`src/hdl/aal_pkg.sv`:
```
// ----------------------------------------------------------------------------
// aal_pkg - shared types and constants of the adaptation loop chain
// Fixed-point constants, rest thresholds, output scales and the divider
// request bundle.
// ----------------------------------------------------------------------------
package aal_pkg;

    // rest thresholds 1e-5^(1/2^(j+1)), unsigned Q6.26
    localparam logic [31:0] REST_THR [8] = '{
        32'd212217,   32'd3773809,  32'd15914020, 32'd32679837,
        32'd46830618, 32'd56060231, 32'd61336274, 32'd64157677
    };

    // 100 / (1 - last rest threshold), Q16.16, by number of stages
    localparam logic [31:0] DB_SCALE [8] = '{
        32'd6574389,  32'd6944103,  32'd8590800,   32'd12774244,
        32'd21688495, 32'd39806239, 32'd76188418,  32'd149026374
    };

    localparam logic [31:0] MIN_IN_Q26 = 32'd671;
    localparam logic [31:0] ONE_Q26    = 32'h0400_0000;
    localparam logic [32:0] ONE_Q32    = 33'h1_0000_0000;
    localparam logic [31:0] EXPFAC_Q32 = 32'd954447776;
    localparam logic [30:0] FACTOR_Q26 = 31'd1207946130;
    localparam logic [31:0] OFFSET_Q26 = 32'd536864201;
    localparam logic [31:0] RECIP3     = 32'hAAAA_AAAB;
    localparam logic [31:0] RECIP5     = 32'hCCCC_CCCD;

    // register map, word index
    typedef enum logic [2:0] {
        REG_STAGE0_DECAY = 3'd0,
        REG_STAGE1_DECAY = 3'd1,
        REG_STAGE2_DECAY = 3'd2,
        REG_STAGE3_DECAY = 3'd3,
        REG_STAGE4_DECAY = 3'd4,
        REG_OUTPUT_DECAY = 3'd5,
        REG_FLOOR_EN     = 3'd6,
        REG_LOWPASS_EN   = 3'd7
    } reg_idx_t;

    // divider request: numerator is {rem_init, low}, rem_init below den
    typedef struct packed {
        logic        start;
        logic [33:0] rem_init;
        logic [31:0] low;
        logic [33:0] den;
    } div_req_t;

endpackage

```
`src/hdl/aal_div.sv`:
```
// ----------------------------------------------------------------------------
// aal_div - restoring divider, one quotient bit per cycle
// 32 quotient bits of {rem_init, low} / den; done pulses when ready.
// ----------------------------------------------------------------------------
module aal_div (
    input  logic              clk,
    input  logic              rst_n,
    input  aal_pkg::div_req_t req,
    output logic              done,
    output logic [31:0]       quot
);
    import aal_pkg::*;

    logic [33:0] rem_reg;
    logic [31:0] low_reg;
    logic [33:0] den_reg;
    logic [31:0] quot_reg;
    logic [4:0]  cnt_reg;
    logic        busy_reg;
    logic        done_reg;
    logic [34:0] trial;
    logic [34:0] diff;
    logic        ge;

    assign trial = {rem_reg, low_reg[31]};
    assign ge    = trial >= {1'b0, den_reg};
    assign diff  = trial - {1'b0, den_reg};

    always_ff @(posedge clk or negedge rst_n)
    begin
        if (!rst_n)
        begin
            busy_reg <= 1'b0;
            cnt_reg  <= '0;
            done_reg <= 1'b0;
        end
        else
        begin
            done_reg <= 1'b0;
            if (req.start)
            begin
                busy_reg <= 1'b1;
                cnt_reg  <= '0;
            end
            else if (busy_reg)
            begin
                cnt_reg <= cnt_reg + 5'd1;
                if (cnt_reg == 5'd31)
                begin
                    busy_reg <= 1'b0;
                    done_reg <= 1'b1;
                end
            end
        end
    end

    always_ff @(posedge clk)
    begin
        if (req.start)
        begin
            rem_reg  <= req.rem_init;
            low_reg  <= req.low;
            den_reg  <= req.den;
            quot_reg <= '0;
        end
        else if (busy_reg)
        begin
            rem_reg  <= ge ? diff[33:0] : trial[33:0];
            low_reg  <= {low_reg[30:0], 1'b0};
            quot_reg <= {quot_reg[30:0], ge};
        end
    end

    assign done = done_reg;
    assign quot = quot_reg;
endmodule

```
`config.mk`:
```
export PLATFORM = sky130hd
export DESIGN_NAME = aal_div
export DESIGN_NICKNAME = d
export VERILOG_FILES = /design/src/hdl/aal_pkg.sv /design/src/hdl/aal_div.sv
export SDC_FILE = /design/constraint.sdc
export NUM_CORES = 1
export LEC_CHECK = 0
export BUFFER_PORTS_ARGS = -buffer_cell sky130_fd_sc_hd__buf_2
export CAP_MARGIN = 20
export CORE_MARGIN = 2
export CORE_UTILIZATION = 25
export CTS_BUF_LIST = sky130_fd_sc_hd__clkbuf_4
export DETAILED_ROUTE_END_ITERATION = 10
export PLACE_DENSITY_LB_ADDON = 0.08
export SETUP_SLACK_MARGIN = 0.05
export SLEW_MARGIN = 20
export SYNTH_ARGS = -nofsm -noshare
export SYNTH_HDL_FRONTEND = slang
export SYNTH_SLANG_ARGS = --single-unit
```
`constraint.sdc`:
```
create_clock -name clk -period 6.9 [get_ports clk]
set_input_delay 1.38 -clock clk [delete_from_list [all_inputs] [get_ports clk]]
set_output_delay 1.38 -clock clk [all_outputs]
set_load 0.02 [all_outputs]
```
==> summary.md <==
| Metric | Value |
|---|---|
| Overall Global Routing Usage | 0.122 |
| Clock skew | 0.0400 ns |
| Area growth from synthesis to layout | 16.2% |
| CP startpoint kind | register |
| GPL Wtd Cong | about 0.8 |
| Critical R2R Launch | rem_reg[19] |
| Initial drt markers | 250 |
| Leak pwr | 4.04 nW |
| HP Class | reg -> reg |
| #FFs+latches synth | 139 |
| Primary FF master, synth | edfxtp_1 |
| Post-synth EDFFs | 100 |
| Cell count after synthesis | 712 |
| Min-delay src | quot[31] |
| Largest net degree at the start of global routing | 94 |
| Core Region | 30700 µm² |
| TNS Setup | 0 ns |
| Layout cell share with drive strength beyond 1 | 0.289 |
| Worst Hold Depth | 2 |
| Die area | 32900 µm² |
| Power Dens Cells | approximately 370 nW/µm² |
| Max-cap violations | 0 |
| First-pass GRT wire length | around 32000 µm |
| Setup crit start | rem_reg[19] |
| Util after Layout | 0.297 |
| Least-Margin Pin Slew | 1.07 ns |
| Post-CTS Hold Buffers | 0 |
| RR Endpoint | rem_reg[3] |
| Post-synthesis sequential area ratio | 0.486 |
| F_max | 0.276 GHz |
| Clock Latency Late Sink | 0.57 ns |
| Vias in the first global route | 5960 |
| CTS tree | yes |
| Synth async-reset ratio | 0.0504 |
| Half-perimeter wire length after placement | 13700 µm |
| WL/cell | 15.8 µm |
| Clk root buf | clkbuf_4 |
| Commonest cells after routing, fill and taps aside | 134 x buf_2, 100 x edfxtp_1, 55 x nor2_1, 50 x mux2_2, 47 x inv_1 |
| Clk sink count | approximately 140 |
| Net count, final | ~960 |
| Final Max Slew Viols | 0 |
| Num ports | 136 |
| Hold Path Sink | quot[31] |
| Power, Total | 3.36 mW |
| Final Hold Vio Count | 0 |
| Detail Route Antenna Nets | 0 |
| GRT busiest layer | met2 |
| Finish-stage setup viols | 0 |
| DIE HEIGHT | 181 µm |
| GR Layer Usage met1 | 0.156 |
| Initial Util | 0.256 |
| Vias | 5629 |
| Leading cell types by total area after synthesis | edfxtp_1 38%, dfxtp_1 8.1%, mux2_2 7.2%, ha_1 5.7%, mux2i_1 5.0% |
| Die Wd | roughly 180 µm |
| Tmin final | about 3.6 ns |
| Clock buffer depth | 2 |
| Yosys warnings | 0 |
| Drt pass-1 iters | 4 |
| Peak VDD IR | 0.111 mV |
| Syn_nets | 852 |
| Commonest non-fill, non-tap cell in the layout | buf_2 |
| Avg Inst Size Synth | 11.0 µm² |
| CP arrival | slightly below 4 ns |
| Top cell type's share of synthesized area | 0.382 |
| Cts repair resizes | 0 |
| # rows | 64 |
| DRC Markers | 0 |
| Final Cycle Share | 0.526 |
| Total gr overflow | 0 |
| Fin Hold WS | 0.523 ns |
| Fill cell total of the finished layout | about 3300 |
| CP Max Fanout | 34 |
| CTS clock-pin slew for the worst setup and hold paths | 0.14 ns |
| Run status | complete, no violations |
| Crit path capture type | register |
| Met3 track demand over resource | 0.0361 |
| Post-synth top area cell | edfxtp_1 |
| R2r setup slk | 3.27 ns |
| Worst Reg-to-Reg Cells | 9 |
| Post-CTS Setup Inserts | 0 |
| DR vias/cell | 4.56 |
| Mapped cell area | 7860 µm² |
| Initial antenna violation count | 2 |
| Worst endpoint required time | 7.20 ns |
| Cell variety after synth | 66 |
| H-tree levels | 4 |
| DRT Wirelength | 19500 µm |
| Slew headroom | 0.288 |
| RSZ-0062 raised after global routing | false |
| Number of buffers created by CTS | 17 |
| # port buffers | 135 |
| Setup CP Type | reg -> reg |
| Met2 GRT Util | 0.200 |
[per-layer routing]
metal,wire (µm),up-vias
li1,-,2831
met1,9220,2691
met2,9220,95
met3,965,10
met4,128,2
met5,7,-
[critical path: stages (launching register included)]
cell and delay, ns:
edfxtp_1 0.42, ha_1 0.46, a21oi_2 0.14, o211ai_1 0.27, nand4_1 0.16, or2_1 0.28
o21ai_4 0.21, a21o_2 0.75, mux2_2 0.42, mux2_2 0.25
[report_power, final]
group | switching, mW | internal [mW] | total (mW)
Combinational | 0.921 | 0.741 | 1.66
Clock | 0.353 | 0.194 | 0.547
Sequential | 0.0717 | 1.08 | 1.15
[worst max path at each step]
| stage | slack, ns | endpoint | cells after the start |
|---|---|---|---|
| floorplan | 3.71 | low_reg[0] | 3 |
| global placement | 3.34 | rem_reg[2] | 9 |
| detailed placement | 3.32 | rem_reg[2] | 9 |
| CTS | 3.28 | rem_reg[4] | 9 |
| global route | 3.05 | rem_reg[4] | 9 |
| finish | 3.27 | rem_reg[3] | 9 |
[area by class of cell]
class	count	area [µm²]	share of cell area
sequential	139	3820	0.418
multi-input combinational	480	3640	0.398
timing repair buffer	138	717	0.0785
tap	396	495	0.0542
inverter	47	176	0.0193
clock inverter	15	155	0.0170
clock buffer	17	128	0.0140
antenna	2	5.00	0.000548
[synthesized netlist by cell type, drive strengths merged (3+ instances only)]
| library cell | count |
|---|---|
| edfxtp | 100 |
| mux2 | 57 |
| nor2 | 55 |
| a21oi | 48 |
| inv | 47 |
| mux2i | 39 |
| nand2 | 38 |
| ha | 36 |
| dfxtp | 32 |
| o21ai | 28 |
| buf | 23 |
| clkbuf | 23 |
| xnor2 | 15 |
| nand4 | 13 |
| nor2b | 13 |
| nand3 | 12 |
| a21o | 10 |
| nor3b | 10 |
| xor2 | 10 |
| nor3 | 9 |
| nor4b | 9 |
| a221o | 7 |
| dfrtp | 7 |
| o211ai | 7 |
| a211oi | 6 |
| nand2b | 6 |
| and3 | 5 |
| nor4 | 5 |
| a2111oi | 4 |
| and4 | 4 |
| o21a | 4 |
| o31ai | 4 |
| and2 | 3 |
[cell families after synthesis]
logic type      share of synthesized area
compound gates                      0.116
xor+xnor                           0.0279
fa+ha+maj                          0.0598
buf+inv                            0.0516
flops                               0.486
mux                                 0.135
simple gates                        0.124
[metrics by stage]
step | setup slack (ns) | cell area, µm² | std cells
5_1_grt | 3.05 | 9140 | 1234
3_5_place_dp | 3.32 | 8850 | 1200
4_1_cts | 3.28 | 9130 | 1232
6_report | 3.27 | 9140 | 1234
2_1_floorplan | 3.71 | 7860 | 712
3_3_place_gp | 3.34 | 8850 | 1200
No activity file was read; power rests on OpenSTA's default activity.
