**src/hdl/aal_cell.sv**
```systemverilog
// ----------------------------------------------------------------------------
// aal_cell - one divisor cell of the loop chain
// Holds one stage divisor and hands it to its neighbour on each shift.
// ----------------------------------------------------------------------------
module aal_cell #(
    parameter logic [31:0] RESET_VALUE = 32'd0
) (
    input  logic        clk,
    input  logic        rst_n,
    input  logic        shift,
    input  logic [31:0] d_in,
    output logic [31:0] d_out
);
    logic [31:0] divisor_reg;

    always_ff @(posedge clk or negedge rst_n)
    begin
        if (!rst_n)
        begin
            divisor_reg <= RESET_VALUE;
        end
        else if (shift)
        begin
            divisor_reg <= d_in;
        end
    end

    assign d_out = divisor_reg;
endmodule

```
**config.mk**
```make
export PLATFORM = sky130hd
export DESIGN_NAME = aal_cell
export DESIGN_NICKNAME = d
export VERILOG_FILES = /design/src/hdl/aal_cell.sv
export SDC_FILE = /design/constraint.sdc
export NUM_CORES = 1
export LEC_CHECK = 0
export BUFFER_PORTS_ARGS = -buffer_cell sky130_fd_sc_hd__buf_4
export CAP_MARGIN = 20
export CORE_MARGIN = 4
export CORE_UTILIZATION = 44
export CTS_BUF_LIST = sky130_fd_sc_hd__clkbuf_16
export DETAILED_ROUTE_END_ITERATION = 8
export GPL_TIMING_DRIVEN = 0
export PLACE_DENSITY = 0.77
export SKIP_LAST_GASP = 1
export SYNTH_ARGS = -nofsm -noshare
export SYNTH_HDL_FRONTEND = slang
export SYNTH_SLANG_ARGS = --single-unit
```
**constraint.sdc**
```tcl
create_clock -name clk -period 0.8 [get_ports clk]
set_input_delay 0.04 -clock clk [delete_from_list [all_inputs] [get_ports clk]]
set_output_delay 0.04 -clock clk [all_outputs]
set_load 0.005 [all_outputs]
```
==> results of run 1 <==
power breakdown:
group          switching [mW]  internal, mW
sequential              0.133          1.79
combinational           0.256         0.722
clock                   0.611          1.11
total                   0.999          3.62
synth_stat cells:
cell and number:
buf_12 3, mux2_4 30, mux2_2 2, buf_6 1, dfrtp_1 32
metrics by stage:
stage	utilization [%]	worst slack, ps	total power [mW]	TNS, ps	instances
3_3_place_gp	66.2	50.6	2.67	0	164
6_report	83.1	-38.7	4.62	-785	191
5_1_grt	83.1	-75.0	4.83	-1760	191
3_5_place_dp	66.2	10.8	2.70	0	164
4_1_cts	82.0	-49.7	4.65	-969	191
2_1_floorplan	-	51.7	2.24	0	68
path summary, 6_finish.rpt:
path                                       start                    end  slack, ps  cells past startpoint
setup / recovery           d_out[21]$_DFFE_PN0P_              d_out[21]        -40                      1
hold / removal                          d_in[24]  d_out[24]$_DFFE_PN0P_          5                      2
setup reg to reg            d_out[3]$_DFFE_PN0P_   d_out[3]$_DFFE_PN0P_          0                      1
hold reg to reg            d_out[31]$_DFFE_PN0P_  d_out[31]$_DFFE_PN0P_        540                      1
max in group asynchronous                  rst_n   d_out[7]$_DFFE_PN0P_        260                      2
min in group asynchronous                  rst_n  d_out[22]$_DFFE_PN0P_        240                      2
timing repair:
action,in CTS,in global routing
hold endpoints to repair,50,2
setup endpoints to repair,32,51
hold buffers,19,2
gates resized for setup,32,11
per-layer routing:
layer	GRT usage, %	share of wire [%]
met2	31.4	54
met3	7.64	6.7
met5	0	0
met1	19.0	35
met4	10.5	3.7
cells by family (layout without fill, tap and decap cells):
logic type	count (synthesis)	after routing
muxes	32	32
DFF	32	32
buffers and inverters	4	96
area by class of cell:
cell class | count | area, um2 | area share [%]
repair buffers | 84 | 831 | 35.3
flip-flops and latches | 32 | 801 | 34.1
multi-input cells | 32 | 473 | 20.1
clock buffers | 5 | 125 | 5.32
plain buffers | 4 | 71.3 | 3.03
well taps | 31 | 38.8 | 1.65
clock inverters | 3 | 11.3 | 0.479
==> impl_metrics.env, run 1 <==
export IMPL_ys_types=5
export IMPL_grt_pass1_vias=1048
export IMPL_mostFrequentLayoutCells="33 x buf_6, 32 x dfrtp_1, 31 x buf_4, 30 x mux2_4, 11 x dlymetal6s4s_1"
export IMPL_drt_iter0_drc=11
export IMPL_synthAdderAreaFrac_pct=0
export IMPL_finClkSkew_ps=0
export IMPL_area_growth_pct=74.8
export IMPL_initial_core_util_pct=47.5
export IMPL_cts_sinks=32
export IMPL_htreeDepth=2
export IMPL_peakVddDrop_v=0.00169
export IMPL_holdWs_ps=4.85
export IMPL_critical_path_max_stage_delay_ps=400
export IMPL_io_buffers=65
export IMPL_diodes=0
export IMPL_synth_xor_area_share_pct=0
export IMPL_synth_compound_area_share_pct=0
export IMPL_syn_avg_cell_area_um2=19.8
export IMPL_fillers=142
export IMPL_gp_congestion=0.710
export IMPL_crit_fanout=2
export IMPL_global_route_overflow_total=0
export IMPL_die_w_um=63.3
export IMPL_ios=67
export IMPL_rsz0062_at_grt="true"
export IMPL_largest_reg_flops=32
export IMPL_yosys_area_share_simple_pct=0
export IMPL_viasPerCell=4.88
export IMPL_worstPathArrival_ps=800
export IMPL_maxSlewHeadroom_pct=73.6
export IMPL_path_delay_family="flip-flops"
export IMPL_cts_root_buf="clkbuf_16"
export IMPL_setup_ws_ps=-38.7
export IMPL_insertion_delay_ps=270
export IMPL_dr_pass1_iters=3
export IMPL_cap_violations=0
export IMPL_synthCells=68
export IMPL_crit_chain="buf_6"
export IMPL_ctsLongestPathBuffers=2
export IMPL_clkTransAtPathRegs_ps=50
export IMPL_cp_slowest_cell="dfrtp_1"
export IMPL_setup_violations=35
export IMPL_grt_max_degree=33
export IMPL_wl_per_cell_um=18.0
export IMPL_synth_area_leaders="dfrtp_1 60%, mux2_4 33%, buf_12 4.5%, mux2_2 1.7%, buf_6 0.84%"
export IMPL_cellLeakagePower_nw=1.26
export IMPL_ys_ff_latch=32
export IMPL_die_area_mm2=0.00401
export IMPL_run_status="complete, but fails checks"
export IMPL_placed_area_mm2=0.00187
export IMPL_grt_pass1_wl_um=5400
export IMPL_violations="negative setup slack"
export IMPL_period_share_pct=105
export IMPL_synth_top_family_by_area="multiplexers"
export IMPL_route_detailed_drc=0
export IMPL_fmax_mhz=1190
export IMPL_cts_tree="yes"
export IMPL_layout_commonest_cell="buf_6"
export IMPL_antenna_left=0
export IMPL_synth_top_area_share_pct=59.5
export IMPL_antenna_found_initial=0
export IMPL_num_vias=933
export IMPL_hold_viol_final=0
export IMPL_die_h_um=63.3
export IMPL_critPathKind="flip-flop to output pin"
export IMPL_slew_violations=0
export IMPL_worst_slew_pin_slew_ps=397
export IMPL_hold_class="input pin to flip-flop"
export IMPL_cts_setup_buffers=0
export IMPL_core_mm2=0.00283
export IMPL_layout_nets=194
export IMPL_seq_area_frac_synth_pct=59.5
export IMPL_end_kind="output pin"
export IMPL_yosys_warnings=0
export IMPL_syn_num_nets=103
export IMPL_synth_area_leader_cell="dfrtp_1"
export IMPL_track_usage_pct=18.4
export IMPL_period_minus_slack_ps=839
export IMPL_worstSetupStartpointType="flip-flop"
export IMPL_drive_gt1_share_pct=65.0
export IMPL_post_route_cell_area_mm2=0.00235
export IMPL_cp_num_buf_inv=1
export IMPL_required_ps=760
export IMPL_hpwl_um=2150
export IMPL_power_density_mw_per_mm2=1970
export IMPL_synthMuxAreaShare_pct=35.2
export IMPL_routed_wl_um=3440
export IMPL_rows=19
export IMPL_synth_area_mm2=0.00135
export IMPL_numCtsBuffers=5
Note: power is estimated with default switching activity, not from simulation.
==> inputs of run 2 (changes only) <==
Settings changed: CORE_MARGIN 4 to 1.5, SKIP_CTS_REPAIR_TIMING from default to 1.
==> run 2 against run 1 <==
Net effect: final cell count is 7.3% lower; the flow finishes with violations (design-rule violations, negative hold slack, negative setup slack); largest cell class is now flip-flops and latches; clock skew stayed put; critical path type unchanged; clock-buffer cell count stayed put; clock power is 3% lower; sequential cell count stayed put; critical path depth stayed put.
==> impl_metrics.env, run 2 (synthesis gave the netlist of run 1 again) <==
export IMPL_cts_tree="yes"
export IMPL_cellLeakagePower_nw=1.11
export IMPL_io_buffers=65
export IMPL_slew_violations=0
export IMPL_p_comb_share_pct=20.2
export IMPL_rsz0062_at_grt="true"
export IMPL_insertion_delay_ps=270
export IMPL_wl_per_cell_um=15.2
export IMPL_global_route_overflow_total=0
export IMPL_rows=19
export IMPL_peakVddDrop_v=0.00132
export IMPL_area_growth_pct=63.3
export IMPL_mostFrequentLayoutCells="33 x buf_6, 33 x buf_4, 32 x dfrtp_1, 30 x mux2_4, 8 x dlygate4sd3_1"
export IMPL_hold_class="input pin to flip-flop"
export IMPL_end_kind="output pin"
export IMPL_routed_wl_um=2700
export IMPL_multiInputGateArea_um2=473
export IMPL_required_ps=760
export IMPL_cts_root_buf="clkbuf_16"
export IMPL_period_share_pct=104
export IMPL_die_area_mm2=0.00340
export IMPL_p_sw_mw=0.933
export IMPL_track_usage_pct=17.1
export IMPL_initial_core_util_pct=47.5
export IMPL_placed_area_mm2=0.00187
export IMPL_path_delay_family="flip-flops"
export IMPL_finClkSkew_ps=0
export IMPL_cp_slowest_cell="dfrtp_1"
export IMPL_worstPathArrival_ps=790
export IMPL_die_h_um=58.3
export IMPL_dr_pass1_iters=7
export IMPL_worst_slew_pin_slew_ps=388
export IMPL_worstSetupStartpointType="flip-flop"
export IMPL_critPathKind="flip-flop to output pin"
export IMPL_crit_chain="buf_6"
export IMPL_antenna_left=0
export IMPL_cts_sinks=32
export IMPL_die_w_um=58.3
export IMPL_violations="design-rule violations, negative hold slack, negative setup slack"
export IMPL_route_detailed_drc=6
export IMPL_ctsLongestPathBuffers=2
export IMPL_fmax_mhz=1200
export IMPL_grt_max_degree=33
export IMPL_maxSlewHeadroom_pct=74.1
export IMPL_power_density_mw_per_mm2=2040
export IMPL_antenna_found_initial=0
export IMPL_core_mm2=0.00283
export IMPL_final_util_pct=77.7
export IMPL_crit_fanout=2
export IMPL_post_route_cell_area_mm2=0.00220
export IMPL_run_status="complete, but fails checks"
export IMPL_hpwl_um=1750
export IMPL_layout_nets=183
export IMPL_setup_ws_ps=-31.8
export IMPL_htreeDepth=2
export IMPL_holdWs_ps=-0.420
export IMPL_clkTransAtPathRegs_ps=50
export IMPL_ios=67
export IMPL_viasPerCell=4.87
export IMPL_diodes=0
export IMPL_drt_iter0_drc=46
export IMPL_cap_violations=0
export IMPL_grt_pass1_vias=832
export IMPL_clkPwrFrac_pct=37.3
export IMPL_largest_reg_flops=32
export IMPL_seqPwrFrac_pct=42.5
export IMPL_drive_gt1_share_pct=72.6
export IMPL_regArea_um2=801
export IMPL_numCtsBuffers=5
export IMPL_grt_pass1_wl_um=4060
export IMPL_setup_violations=37
export IMPL_critical_path_max_stage_delay_ps=400
export IMPL_gp_congestion=0.670
export IMPL_internal_power_mw=3.56
export IMPL_num_vias=862
export IMPL_period_minus_slack_ps=832
export IMPL_cp_num_buf_inv=1
export IMPL_hold_viol_final=2
export IMPL_sw_frac_of_total_pct=20.8
export IMPL_fillers=174
run 2: final cells by class:
cell class                      count  area share [%]
Timing Repair Buffer               73            31.3
Tap cell                           31            1.77
Sequential cell                    32            36.4
Buffer                              4            3.25
Multi-Input combinational cell     32            21.5
Clock buffer                        5            5.69
run 2: power by group through the flow:
stage          combinational (mW)  clock [mW]  sequential (mW)
2_1_floorplan               0.332           0             1.91
6_report                    0.905        1.67             1.91
4_1_cts                     0.788        1.71             1.88
3_5_place_dp                0.784           0             1.90
5_1_grt                     0.969        1.79             1.93
3_3_place_gp                0.774           0             1.89
run 2: worst paths after layout:
check,start,endpoint,slack (ps),cells past startpoint
max in group asynchronous,rst_n,d_out[18]$_DFFE_PN0P_,270,2
setup / recovery,d_out[1]$_DFFE_PN0P_,d_out[1],-30,1
hold reg to reg,d_out[31]$_DFFE_PN0P_,d_out[31]$_DFFE_PN0P_,530,1
min in group asynchronous,rst_n,d_out[7]$_DFFE_PN0P_,250,2
hold / removal,d_in[14],d_out[14]$_DFFE_PN0P_,-0.4,2
setup reg to reg,d_out[1]$_DFFE_PN0P_,d_out[1]$_DFFE_PN0P_,10,1
run 2: per-layer routing:
metal | vias to the layer above | GRT usage, % | part of all wire [%]
met5 | - | 0 | 0
met2 | 45 | 21.7 | 47
met4 | 0 | 9.97 | 2.3
li1 | 391 | - | -
met3 | 8 | 7.03 | 8.6
met1 | 418 | 24.4 | 42
run 2: per-stage QoR:
stage / setup WS (ps) / power [mW] / cells / setup TNS [ps] / hold slack, ps
after floorplan: 51.7 / 2.24 / 68 / 0 / -256
after global placement: 50.9 / 2.67 / 164 / 0 / -12.3
after detailed placement: 33.2 / 2.68 / 164 / 0 / -4.81
after CTS: -44.7 / 4.38 / 169 / -900 / -292
after global routing: -50.5 / 4.69 / 177 / -1350 / -0.523
final: -31.8 / 4.49 / 177 / -557 / -0.420
